File: src/design/slpq_pkg.sv
`timescale 1ns / 1ps
// Shared constants, operation and status codes and cell control type for the
// sorted priority list. No dependencies.
package slpq_pkg;

    localparam int NODE_SLOTS_DEF  = 512;
    localparam int WEIGHT_BITS_DEF = 32;

    // fixed field widths of the words
    localparam int KIND_W   = 2;
    localparam int IDX_W_F  = 9;
    localparam int WGT_W_F  = 32;
    localparam int STAT_W   = 2;
    localparam int LEN_W    = 10;

    localparam logic [KIND_W-1:0] KIND_INSERT = 2'd0;
    localparam logic [KIND_W-1:0] KIND_REMOVE = 2'd1;
    localparam logic [KIND_W-1:0] KIND_ALLOC  = 2'd2;

    localparam logic [STAT_W-1:0] STAT_OK      = 2'd0;
    localparam logic [STAT_W-1:0] STAT_EMPTY   = 2'd1;
    localparam logic [STAT_W-1:0] STAT_INVALID = 2'd2;

    typedef struct packed {
        logic ins;  // open a slot at the sorted position and shift entries at least as heavy right
        logic rem;  // drop the head and shift everything left
    } t_cell_ctl;

endpackage

File: src/design/slpq_member.sv
`timescale 1ns / 1ps
// Membership store: one bit per node slot, set while the node is listed.
// Cleared by a sweep after reset. Depends on slpq_pkg.
module slpq_member import slpq_pkg::*; #(
    parameter int NODE_SLOTS = NODE_SLOTS_DEF,
    localparam int IDX_W     = $clog2(NODE_SLOTS)
) (
    input  logic             i_clk,
    input  logic             i_rst_n,
    input  logic             i_rd_en,
    input  logic [IDX_W-1:0] i_rd_addr,
    output logic             o_rd_data,
    input  logic             i_wr_en,
    input  logic [IDX_W-1:0] i_wr_addr,
    input  logic             i_wr_data,
    output logic             o_clr_busy
);

    logic             r_mem [NODE_SLOTS];
    logic             r_rd_data;
    logic             r_clr_busy;
    logic [IDX_W-1:0] r_clr_addr;

    assign o_rd_data  = r_rd_data;
    assign o_clr_busy = r_clr_busy;

    always_ff @(posedge i_clk) begin
        if (!i_rst_n) begin
            r_clr_busy <= 1'b1;
            r_clr_addr <= '0;
        end else if (r_clr_busy) begin
            r_clr_addr <= r_clr_addr + 1'b1;
            if (r_clr_addr == IDX_W'(NODE_SLOTS - 1)) begin
                r_clr_busy <= 1'b0;
            end
        end
    end

    always_ff @(posedge i_clk) begin
        if (r_clr_busy) begin
            r_mem[r_clr_addr] <= 1'b0;
        end else if (i_wr_en) begin
            r_mem[i_wr_addr] <= i_wr_data;
        end
    end

    always_ff @(posedge i_clk) begin
        if (i_rd_en) begin
            r_rd_data <= r_mem[i_rd_addr];
        end
    end

endmodule

File: config.mk
export PLATFORM = sky130hd
export DESIGN_NAME = slpq_member
export DESIGN_NICKNAME = d
export VERILOG_FILES = /design/src/design/slpq_pkg.sv /design/src/design/slpq_member.sv
export SDC_FILE = /design/constraint.sdc
export NUM_CORES = 1
export LEC_CHECK = 0
export BUFFER_PORTS_ARGS = -buffer_cell sky130_fd_sc_hd__buf_2
export CORE_MARGIN = 4
export CORE_UTILIZATION = 65
export CTS_CLUSTER_DIAMETER = 50
export DETAILED_ROUTE_END_ITERATION = 10
export PLACE_DENSITY = 0.81
export SKIP_CTS_REPAIR_TIMING = 1
export SLEW_MARGIN = 5
export SYNTH_ARGS = -nofsm -noshare
export SYNTH_HDL_FRONTEND = slang
export SYNTH_SLANG_ARGS = --single-unit
export TNS_END_PERCENT = 20
File: constraint.sdc
create_clock -name i_clk -period 22.9 [get_ports i_clk]
set_clock_uncertainty 0.2 [all_clocks]
set_input_delay 1.145 -clock i_clk [delete_from_list [all_inputs] [get_ports i_clk]]
set_output_delay 1.145 -clock i_clk [all_outputs]
set_load 0.02 [all_outputs]
==> results.yml <==
run_status:
  run_status: "complete, no violations"
drt:
  detailroute.via_count: 14414
  detail_route.iter0.violations: 1738
  drt_first_pass_iters: 8
  drc: 0
  post_drt_wl_per_cell_um: 25.4
  postRouteAntennaNets: 0
  wirelength_um: 54800
  viasPerCell: 6.68
timing:
  min_clock_period_post_route_ns: 5.13
  maxSlewViolCount: 0
  tightest_slew_ns: 1.23
  post-route-worst-setup-slack_ns: 17.77
  report.final.setup_viol: 0
  rsz_0062_raised_after_global_routing: "no"
  slew_hr_pct: 18.3
  fin_hold_viols: 0
  max_freq_ghz: 0.195
  setup-tns-final_ns: 0
  fin_crit_sh_pct: 22.4
die:
  io_pins: 25
  start_util_pct: 66.4
  number_of_rows_created_at_floorplan: 68
  die-area_sq_um: 38600
  fp.dieH_um: 196
  fp.dieW_um: 196
  core_sq_um: 34800
synthesis:
  synth-edff-count: 513
  ys_dominant_reg_cell: "sky130_fd_sc_hd__edfxtp_1"
  netlist_area_sq_um: 23100
  ys_seq_area_share_pct: 67.6
  yosysUniqueCellTypes: 54
  post_synth.cell_area_avg_sq_um: 13.6
  ys.warnings.count: 0
  async_reset_ff_share_pct: 0
  synthCells: 1696
  synth.net_count: 1721
  ys_ff_latch: 523
clocking:
  cts.htree.levels: 2
  clock_latency_ns: 0.56
  numCtsBuffers: 51
  cts_root_buf: "sky130_fd_sc_hd__clkbuf_16"
  cts.sink_count: 523
  ctsLongestPathBuffers: 3
  tritoncts: "built"
  clk_transition_reported_paths_ns: 0.06
hold_path:
  hp-class: "reg2reg"
  holdCritStartpoint: "r_clr_addr[0]$_SDFFE_PN0P_"
global_routing:
  number_of_antenna_violations_at_the_first_check_in_global_routing: 0
  number_of_global_route_vias_before_repair: 14501
  grt-ovfl-total: 0
  first_pass_grt_wire_length_um: 84000
  pin_count_of_the_biggest_net_entering_global_routing: 148
  gr-usage-all-layers_pct: 28.5
setup_path:
  cp.arrival_ns: 5.14
  regToRegStartpoint: "o_clr_busy$_SDFF_PN1_"
  path_class: "in2reg"
  setup.worst_path.end_class: "flip-flop"
  timing.critical_path.fanout_max: 147
  critical_path.startpoint_type: "input port"
  cp-startpoint: "i_wr_en"
  critical_path_required_ns: 22.91
pwr:
  power_leakage_nw: 7.99
  p_per_area_nw_per_um2: 78.7
  vdd.ir_drop.worst_uv: 62.5
place:
  detailed_place_hpwl_um: 29100
  place.port_buffers: 24
  finalWeightedCongestion: 0.808
  detailedPlace.worstSlack_ns: 17.30
cells_and_area:
  most-common-layout-cells: "538 x sky130_fd_sc_hd__nor2_1, 513 x sky130_fd_sc_hd__edfxtp_1, 118 x sky130_fd_sc_hd__mux2i_1"
  fillCellCount: 2158
  multi_input_area_sq_um: 6720
  antenna_cells_inserted: 0
  net_count_reported_at_finish: 1688
  area.sequential_sq_um: 15600
  layout.cells.most_common: "sky130_fd_sc_hd__nor2_1"
  share_of_layout_cells_above_drive_strength_1_pct: 11.8
  area.growth.synth_to_final_pct: 8.08
job:
  maxCapViolCount: 0
[cell families after synthesis]
family          Yosys count  synth area share [%]
mux                     191                  12.3
flops                   523                  67.6
xor+xnor                  3                 0.114
simple gates            663                  11.4
fa+ha+maj                 2                 0.108
buf+inv                 147                  3.37
compound gates          167                  5.13
[layer usage]
metal | global-route usage (%) | vias up | share of wire (%)
li1 | - | 6205 | -
met1 | 39.2 | 7198 | 37
met2 | 46.7 | 858 | 49
met3 | 5.35 | 153 | 11
met4 | 10.0 | 0 | 3.6
met5 | 0 | - | 0
[synthesized netlist by cell type, types with 9 or more instances]
cell | instances | area [sq um]
sky130_fd_sc_hd__o21ai_0 | 16 | 80.1
sky130_fd_sc_hd__nand2_1 | 70 | 263
sky130_fd_sc_hd__dfxtp_1 | 10 | 200
sky130_fd_sc_hd__clkbuf_1 | 94 | 353
sky130_fd_sc_hd__buf_6 | 11 | 124
sky130_fd_sc_hd__edfxtp_1 | 513 | 15400
sky130_fd_sc_hd__o221ai_1 | 57 | 499
sky130_fd_sc_hd__mux4_2 | 67 | 1510
sky130_fd_sc_hd__buf_1 | 13 | 48.8
sky130_fd_sc_hd__mux2i_1 | 118 | 1180
sky130_fd_sc_hd__nor2_1 | 538 | 2020
sky130_fd_sc_hd__nand3_1 | 9 | 45.0
sky130_fd_sc_hd__a21oi_1 | 34 | 170
sky130_fd_sc_hd__buf_2 | 9 | 45.0
sky130_fd_sc_hd__o22ai_1 | 27 | 169
[flip-flops by register name (all words and copies together), names as in the netlist]
name,count
o_rd_data,1
r_mem,512
r_clr_addr,9
o_clr_busy,1
[per-stage QoR]
step | total power, mW | cells | hold WS [ns] | cell area (sq um) | utilization, %
6_report | 1.96 | 2159 | 0.351 | 25000 | 71.7
3_3_place_gp | 1.14 | 2065 | 0.325 | 23300 | 66.9
4_1_cts | 1.97 | 2159 | 0.360 | 25000 | 71.7
3_5_place_dp | 1.15 | 2065 | 0.342 | 23300 | 66.9
2_1_floorplan | 1.12 | 1696 | 0.290 | 23100 | -
5_1_grt | 2.02 | 2159 | 0.404 | 25000 | 71.7
[power by group]
part / total (mW) / internal [mW] / switching (mW)
combinational: 0.0904 / 0.0305 / 0.0599
sequential: 1.04 / 1.04 / 0.00113
clock: 0.837 / 0.491 / 0.346
[path summary, 6_finish.rpt]
check	depth (start not counted)	slack, ns	end
setup / recovery	5	17.77	r_mem[449]$_DFFE_PP_
hold / removal	2	0.35	r_clr_addr[0]$_SDFFE_PN0P_
setup reg to reg	4	18.01	r_mem[449]$_DFFE_PP_
hold reg to reg	2	0.35	r_clr_addr[0]$_SDFFE_PN0P_
[critical path: stages]
cell and delay (ns):
sky130_fd_sc_hd__buf_2 0.13, sky130_fd_sc_hd__nor2b_1 0.86, sky130_fd_sc_hd__and2_4 1.09, sky130_fd_sc_hd__buf_4 0.87, sky130_fd_sc_hd__buf_4 0.90
[layout make-up]
cell class                 instances  share of cell area [%]
timing repair buffer              52                    1.37
clock buffer                      63                    5.46
inverter                           9                   0.135
multi-input combinational       1026                    26.9
clock inverter                    31                    1.29
sequential                       523                    62.5
tap                              455                    2.28
Power figures use the tool's default switching activity.
