===== src/design/slpq_pkg.sv =====
`timescale 1ns / 1ps
// Shared constants, operation and status codes and cell control type for the
// sorted priority list. No dependencies.
package slpq_pkg;

    localparam int NODE_SLOTS_DEF  = 512;
    localparam int WEIGHT_BITS_DEF = 32;

    // fixed field widths of the words
    localparam int KIND_W   = 2;
    localparam int IDX_W_F  = 9;
    localparam int WGT_W_F  = 32;
    localparam int STAT_W   = 2;
    localparam int LEN_W    = 10;

    localparam logic [KIND_W-1:0] KIND_INSERT = 2'd0;
    localparam logic [KIND_W-1:0] KIND_REMOVE = 2'd1;
    localparam logic [KIND_W-1:0] KIND_ALLOC  = 2'd2;

    localparam logic [STAT_W-1:0] STAT_OK      = 2'd0;
    localparam logic [STAT_W-1:0] STAT_EMPTY   = 2'd1;
    localparam logic [STAT_W-1:0] STAT_INVALID = 2'd2;

    typedef struct packed {
        logic ins;  // open a slot at the sorted position and shift entries at least as heavy right
        logic rem;  // drop the head and shift everything left
    } t_cell_ctl;

endpackage


===== src/design/slpq_cell.sv =====
`timescale 1ns / 1ps
// One cell of the sorted chain: holds a node index and weight, shifts with its
// neighbours on insert and remove. Depends on slpq_pkg.
module slpq_cell import slpq_pkg::*; #(
    parameter int WEIGHT_BITS = WEIGHT_BITS_DEF
) (
    input  logic                   i_clk,
    input  logic                   i_rst_n,
    input  t_cell_ctl              i_ctl,
    input  logic [IDX_W_F-1:0]     i_new_idx,
    input  logic [WEIGHT_BITS-1:0] i_new_wgt,
    input  logic                   i_left_vld,
    input  logic [IDX_W_F-1:0]     i_left_idx,
    input  logic [WEIGHT_BITS-1:0] i_left_wgt,
    input  logic                   i_left_ge,
    input  logic                   i_right_vld,
    input  logic [IDX_W_F-1:0]     i_right_idx,
    input  logic [WEIGHT_BITS-1:0] i_right_wgt,
    output logic                   o_vld,
    output logic [IDX_W_F-1:0]     o_idx,
    output logic [WEIGHT_BITS-1:0] o_wgt,
    output logic                   o_ge
);

    logic                   r_vld;
    logic [IDX_W_F-1:0]     r_idx;
    logic [WEIGHT_BITS-1:0] r_wgt;

    // empty cells count as heavier, so a word heavier than all listed ones lands in the first free one
    assign o_ge  = !r_vld || (r_wgt >= i_new_wgt);
    assign o_vld = r_vld;
    assign o_idx = r_idx;
    assign o_wgt = r_wgt;

    always_ff @(posedge i_clk) begin
        if (!i_rst_n) begin
            r_vld <= 1'b0;
        end else if (i_ctl.rem) begin
            r_vld <= i_right_vld;
        end else if (i_ctl.ins) begin
            if (i_left_ge) begin
                r_vld <= i_left_vld;
            end else if (o_ge) begin
                r_vld <= 1'b1;
            end
        end
    end

    always_ff @(posedge i_clk) begin
        if (i_ctl.rem) begin
            r_idx <= i_right_idx;
            r_wgt <= i_right_wgt;
        end else if (i_ctl.ins) begin
            if (i_left_ge) begin
                r_idx <= i_left_idx;
                r_wgt <= i_left_wgt;
            end else if (o_ge) begin
                r_idx <= i_new_idx;
                r_wgt <= i_new_wgt;
            end
        end
    end

endmodule


===== config.mk =====
export PLATFORM = sky130hd
export DESIGN_NAME = slpq_cell
export DESIGN_NICKNAME = d
export VERILOG_FILES = /design/src/design/slpq_pkg.sv /design/src/design/slpq_cell.sv
export SDC_FILE = /design/constraint.sdc
export NUM_CORES = 1
export LEC_CHECK = 0
export BUFFER_PORTS_ARGS = -buffer_cell sky130_fd_sc_hd__buf_4
export CAP_MARGIN = 25
export CORE_ASPECT_RATIO = 0.9
export CORE_MARGIN = 5
export CORE_UTILIZATION = 40
export DETAILED_ROUTE_END_ITERATION = 7
export PLACE_DENSITY = 0.77
export RECOVER_POWER = 25
export SLEW_MARGIN = 5
export SYNTH_ARGS = -nofsm -noshare
export SYNTH_HDL_FRONTEND = slang
export SYNTH_SLANG_ARGS = --single-unit

===== constraint.sdc =====
create_clock -name i_clk -period 2.6 [get_ports i_clk]
set_input_delay 0.39 -clock i_clk [delete_from_list [all_inputs] [get_ports i_clk]]
set_output_delay 0.39 -clock i_clk [all_outputs]
set_load 0.01 [all_outputs]

==> reports/metrics.csv, run 1 <==
stage,metric,value,unit
placement,GP Congestion,0.734,
drt,drc violations,0,
setup_path,CP Launch Type,register,
die,CORE AREA,7110,um2
global_routing,global route overflow,0,
layout,share of layout cells above drive strength 1,0.396,
timing,Hold Fails Final Rpt,0,
placement,hpwl dp,6.86,mm
timing,worst slew pin tran,0.855,ns
cts,CTS tree,done,
synth,cell type with the largest total area after synthesis,edfxtp_1,
setup_path,largest fanout on the critical path,2,
global_routing,global-route wire length before repair,13.0,mm
die,die area,9220,um2
global_routing,total track usage,0.176,
setup_path,Worst Path Required,2.21,ns
cts,hold buffers post-CTS,0,
die,Die Width,101,um
layout,Syn-to-layout area delta,50.8,%
cts,clock buffer depth,2,
cts,CTS HTree Levels,2,
global_routing,largest net degree at the start of global routing,67,
synth,Post-Synthesis Cells,299,
synth,Syn Area/Cell,9.89,um2
setup_path,crit path launch,o_wgt[0],
synth,Yosys top cell area share,0.416,
layout,number of diodes,0,
job,# Max-Cap Violations,0,
pwr,Power Total,1.89,mW
drt,Vias,2726,
cts,later-pin clock latency in the skew report,0.29,ns
timing,fin crit period,2.58,ns
drt,routed wire length,8.40,mm
placement,I/O Buffers,172,
timing,Clock Skew,0.00518,ns
timing,f_max,387,MHz
hold_path,hold depth,3,
die,I/O pin count,173,
drt,remaining antenna violation count,0,
synth,Seq cells post-synth,42,
die,row count,29,
timing,Slew headroom,0.430,
timing,setup TNS,0,ns
synth,Unique masters post-synth,29,
timing,RSZ-0062 raised after global routing,yes,
drt,Vias/cell,4.82,
cts,CTS Sinks,42,
pwr,worst vdd ir,0.000200,V
cts,CTS Root Cell,clkbuf_8,
drt,drt first pass iters,4,
die,Initial Util,0.416,
pwr,P_leak,2.24,nW
layout,Final Net Count,634,
hold_path,worst hold start,i_rst_n,
setup_path,reg2reg start,o_wgt[26],
setup_path,CP arrival,2.19,ns
hold_path,HP Class,in -> reg,
setup_path,reg2reg setup slack,0.20,ns
die,Die H,91.6,um
global_routing,initial antenna violation count,0,
cts,"Clk pin slew, worst setup/hold paths",0.08,ns
setup_path,R2R depth,9,
drt,initial DRC count,88,
cts,Inserted Clock Buffers,5,
layout,Layout Cells excl Fill,565,
setup_path,Critical Path End Type,primary output,
drt,wire length per cell,14.9,um
synth,synth top area cells,"edfxtp_1 (42%), mux2i_1 (14%), ha_1 (14%), o21ai_0 (7.8%), nand2_1 (6.3%)",
pwr,pwr/cell area,423,nW/um2
timing,final setup vio count,0,
run_status,status,"complete, no violations",
synth,Ys Warns,0,
setup_path,CP Class,reg -> out,
placement,area post-placement,4350,um2
timing,period utilization,0.993,
layout,finished layout cell area,4460,um2
synth,Synth Net Count,461,
synth,cell area after synthesis,2960,um2
timing,Final Max Slew Viols,0,
global_routing,vias in the first global route,2779,
placement,dpl cells,554,
synth,register area share after synthesis,0.423,
timing,Hold WS,0.348,ns
routing by layer:
metal  up-vias  track usage  share of wire
met5         -            0              0
met4         0       0.0505          0.012
met3        11       0.0506          0.090
met2       100        0.313           0.51
met1      1199        0.204           0.38
li1       1416            -              -
critical path: stages, from the launching register on:
cell	delay, ns
edfxtp_1	0.38
inv_1	0.06
ha_1	0.22
nand2b_4	0.15
a2111oi_4	0.31
nor4b_2	0.09
o311a_1	0.32
or2_1	0.24
buf_6	0.13
cell families after synthesis:
logic type / synth area share
buffers and inverters: 0.0626
muxes: 0.142
AOI/OAI and AO/OA: 0.138
DFF: 0.423
and+or+nand+nor: 0.0990
adders and majority gates: 0.135
sequential cells by signal, indices dropped and copies added, names as in the netlist:
signal / count
o_wgt: 32
o_idx: 9
o_vld: 1
placed cells by master, fill, tap and decap left out, types with 5 or more instances in the layout:
| cell | n |
|---|---|
| buf_4 | 166 |
| nand2_1 | 50 |
| o21ai_0 | 45 |
| mux2i_1 | 42 |
| edfxtp_1 | 41 |
| inv_1 | 33 |
| ha_1 | 31 |
| a21oi_1 | 13 |
| clkbuf_1 | 11 |
| nand4_1 | 5 |
| clkbuf_8 | 5 |
cell usage after synthesis:
cell type,instances
a2111oi_0,1
a2111oi_4,1
a21boi_0,1
a21o_1,1
a21o_2,1
a21oi_1,13
and4_1,1
buf_2,4
clkbuf_1,10
dfxtp_1,1
edfxtp_1,41
ha_1,32
inv_1,34
mux2i_1,42
nand2_1,50
nand2b_4,1
nand3_1,2
nand4_1,5
nor2_1,2
nor2b_1,1
nor4_1,1
nor4b_1,1
o21a_1,2
o21ai_0,46
o221a_2,1
o311a_1,1
o32ai_2,1
or2_1,1
or2_2,1
final timing paths:
| path | to |
|---|---|
| hold / removal | o_vld |
| setup reg to reg | o_wgt[16] |
| hold reg to reg | o_vld |
| setup / recovery | o_ge |
per-stage QoR:
step / util / setup slack (ns)
2_1_floorplan: - / -0.230
3_3_place_gp: 0.612 / 0.0209
3_5_place_dp: 0.612 / -0.0168
4_1_cts: 0.628 / -0.0203
5_1_grt: 0.627 / -0.0919
6_report: 0.627 / 0.0174
report_power, final:
| part | switching [mW] | total (mW) | leakage [nW] | internal (mW) |
|---|---|---|---|---|
| registers | 0.0384 | 0.870 | 0.432 | 0.831 |
| logic | 0.279 | 0.616 | 1.76 | 0.336 |
| clock network | 0.222 | 0.403 | 0.0438 | 0.180 |
| total | 0.540 | 1.89 | 2.24 | 1.35 |
what timing repair did:
action / in CTS / in global routing
setup buffers: 3 / 1
endpoints found under the setup margin: 1 / 43
pin swaps: 3 / 4
resized for setup: 5 / 3
layout make-up:
type / instances / area, um2
Timing Repair Buffer: 180 / 1320
Tap cell: 93 / 116
Inverter: 34 / 128
Multi-Input combinational cell: 209 / 1560
Clock inverter: 2 / 10.0
Clock buffer: 5 / 68.8
Sequential cell: 42 / 1250
Fill cell: 632 / 2650
No activity file was read; power rests on OpenSTA's default activity.
==> run 2: changes to the inputs <==
- SETUP_SLACK_MARGIN: not set -> 0.5
==> reports/metrics.csv, run 2 (synthesis results as in run 1) <==
stage,metric,value,unit,change
run_status,status,"complete, no violations",,unchanged
drt,Vias,2858,,was 2726
drt,wire length per cell,15.1,um,was 14.9 um
setup_path,CP Launch Type,register,,unchanged
setup_path,Critical Path End Type,register,,was primary output
drt,routed wire length,8.81,mm,was 8.40 mm
global_routing,initial antenna violation count,0,,unchanged
setup_path,Worst Path Required,2.67,ns,was 2.21 ns
drt,drt first pass iters,4,,unchanged
setup_path,worst flop-to-flop path endpoint,o_wgt[7],,was o_wgt[16]
timing,f_max,385,MHz,was 387 MHz
pwr,P_leak,2.39,nW,was 2.24 nW
die,Initial Util,0.416,,unchanged
drt,initial DRC count,55,,was 88
global_routing,global-route wire length before repair,14.0,mm,was 13.0 mm
layout,share of layout cells above drive strength 1,0.419,,was 0.396
setup_path,R2R depth,9,,unchanged
global_routing,vias in the first global route,3074,,was 2779
setup_path,CP max stage delay,0.43,ns,was 0.38 ns
timing,fin crit period,2.60,ns,was 2.58 ns
layout,Final Net Count,653,,was 634
setup_path,largest fanout on the critical path,6,,was 2
hold_path,HP Class,in -> reg,,unchanged
cts,CTS Sinks,42,,unchanged
pwr,sw power,572,uW,was 540 uW
drt,Vias/cell,4.89,,was 4.82
cts,hold buffers post-CTS,0,,unchanged
pwr,Comb pwr share,0.354,,was 0.326
pwr,worst vdd ir,0.000201,V,was 0.000200 V
layout,number of diodes,0,,unchanged
pwr,Power Total,2.00,mW,was 1.89 mW
placement,area post-placement,4370,um2,was 4350 um2
setup_path,CP Class,reg -> reg,,was reg -> out
die,I/O pin count,173,,unchanged
die,CORE AREA,7110,um2,unchanged
placement,I/O Buffers,172,,unchanged
die,die area,9220,um2,unchanged
pwr,Clk pwr share,0.211,,was 0.213
cts,later-pin clock latency in the skew report,0.29,ns,about the same
timing,worst slew pin tran,1.32,ns,was 0.855 ns
hold_path,worst hold start,i_rst_n,,unchanged
hold_path,Worst Hold End,o_vld,,unchanged
placement,pre-CTS WS,0.0213,ns,was -0.0168 ns
die,Die Width,101,um,unchanged
timing,Hold Fails Final Rpt,0,,unchanged
layout,finished layout cell area,4800,um2,was 4460 um2
setup_path,CP arrival,2.67,ns,was 2.19 ns
pwr,Int Pwr,1.42,mW,was 1.35 mW
drt,drc violations,0,,unchanged
setup_path,crit path buf inv count,3,,was 2
pwr,sequential share of power,0.436,,was 0.461
drt,remaining antenna violation count,0,,unchanged
timing,setup TNS,0,ns,unchanged
timing,Clock Skew,0.00684,ns,was 0.00518 ns
setup_path,cell-by-cell trace of the critical path,ha_4 > a21oi_1 > a21boi_0 > a2111oi_2 > o21ai_1 > buf_4 > o32ai_4 > inv_4 > bufbuf_16,,was inv_1 > ha_1 > nand2b_4 > a2111oi_4 > nor4b_2 > o311a_1 > or2_1 > buf_6
hold_path,hold depth,3,,unchanged
layout,most frequent cells in the layout,"buf_4 (172), nand2_1 (50), o21ai_0 (44), mux2i_1 (42), edfxtp_1 (41)",,"was buf_4 (166), nand2_1 (50), o21ai_0 (45), mux2i_1 (42), edfxtp_1 (41)"
timing,period utilization,1.00,,was 0.993
placement,hpwl dp,6.98,mm,was 6.86 mm
layout,final design utilization,0.675,,was 0.627
pwr,Net Sw Frac,0.287,,was 0.286
pwr,pwr/cell area,416,nW/um2,was 423 nW/um2
layout,Syn-to-layout area delta,62.2,%,was 50.8%
cts,clock buffer depth,2,,unchanged
placement,GP Congestion,0.746,,was 0.734
timing,RSZ-0062 raised after global routing,yes,,unchanged
setup_path,CP max-delay cell,edfxtp_1,,unchanged
layout,number of flip-flops in the largest register,32,,unchanged
setup_path,"delay-heaviest family, CP",compound AO/OA/AOI/OAI gates,,unchanged
cts,CTS Root Cell,clkbuf_8,,unchanged
cts,CTS tree,done,,unchanged
global_routing,global route overflow,0,,unchanged
layout,"commonest non-fill, non-tap cell in the layout",buf_4,,unchanged
setup_path,reg2reg setup slack,0.00006,ns,was 0.20 ns
timing,final setup vio count,0,,unchanged
cts,Inserted Clock Buffers,5,,unchanged
job,# Max-Cap Violations,0,,unchanged
global_routing,largest net degree at the start of global routing,55,,was 67
cts,"Clk pin slew, worst setup/hold paths",0.08,ns,about the same
global_routing,total track usage,0.188,,was 0.176
setup_path,reg2reg start,o_wgt[30],,was o_wgt[26]
cts,CTS HTree Levels,2,,unchanged
timing,Final Max Slew Viols,0,,unchanged
timing,Slew headroom,0.122,,was 0.430
timing,final setup margin,0.0000564,ns,was 0.0174 ns
die,row count,29,,unchanged
die,Die H,91.6,um,unchanged
[run 2: how the worst max path moves through the flow]
stage,cells after the start,from,endpoint,slack [ns]
CTS,8,o_wgt[0],o_ge,0.0008
finish,9,o_wgt[30],o_wgt[7],0.00006
global route,9,o_wgt[30],o_idx[7],-0.12
detailed placement,10,i_new_wgt[30],o_idx[0],0.02
floorplan,8,o_wgt[0],o_idx[0],-0.23
global placement,10,i_new_wgt[31],o_wgt[25],0.03
[run 2: cell type report]
class	count	area, um2
well taps	93	116
clock inverters	2	13.8
inverters	34	130
repair buffers	199	1600
clock buffers	6	72.6
fillers	612	2310
flip-flops and latches	42	1250
multi-input cells	209	1610
[run 2: routing by layer]
layer | routed length [um] | part of all wire | up-vias | GRT usage
met5 | 0 | 0 | - | 0
li1 | - | - | 1457 | -
met1 | 3380 | 0.38 | 1289 | 0.215
met4 | 65 | 0.0074 | 0 | 0.0393
met2 | 4600 | 0.52 | 104 | 0.342
met3 | 766 | 0.087 | 8 | 0.0598
[run 2: power by group through the flow]
| stage | sequential (mW) | combinational (mW) | clock [mW] |
|---|---|---|---|
| after CTS | 0.869 | 0.713 | 0.434 |
| after detailed placement | 0.884 | 0.624 | 0 |
| final | 0.869 | 0.706 | 0.420 |
| after global placement | 0.878 | 0.609 | 0 |
| after floorplan | 0.914 | 0.246 | 0 |
| after global routing | 0.878 | 0.782 | 0.460 |
[run 2: repair_timing]
item                                    4_1_cts  5_1_grt
endpoints found under the setup margin       43       43
cloned                                        5        0
pin swaps                                     6        3
gates resized for setup                      15        6
setup buffers                                11        6
[run 2: worst min-delay path, stage by stage]
cell,delay [ns]
buf_4,0.11
nand2_1,0.05
mux2i_1,0.05
[run 2: stage by stage]
| step | instances | hold slack [ns] |
|---|---|---|
| after floorplan | 299 | 0.494 |
| after global placement | 555 | 0.467 |
| after detailed placement | 555 | 0.485 |
| after CTS | 579 | 0.350 |
| after global routing | 585 | 0.346 |
| final | 585 | 0.358 |
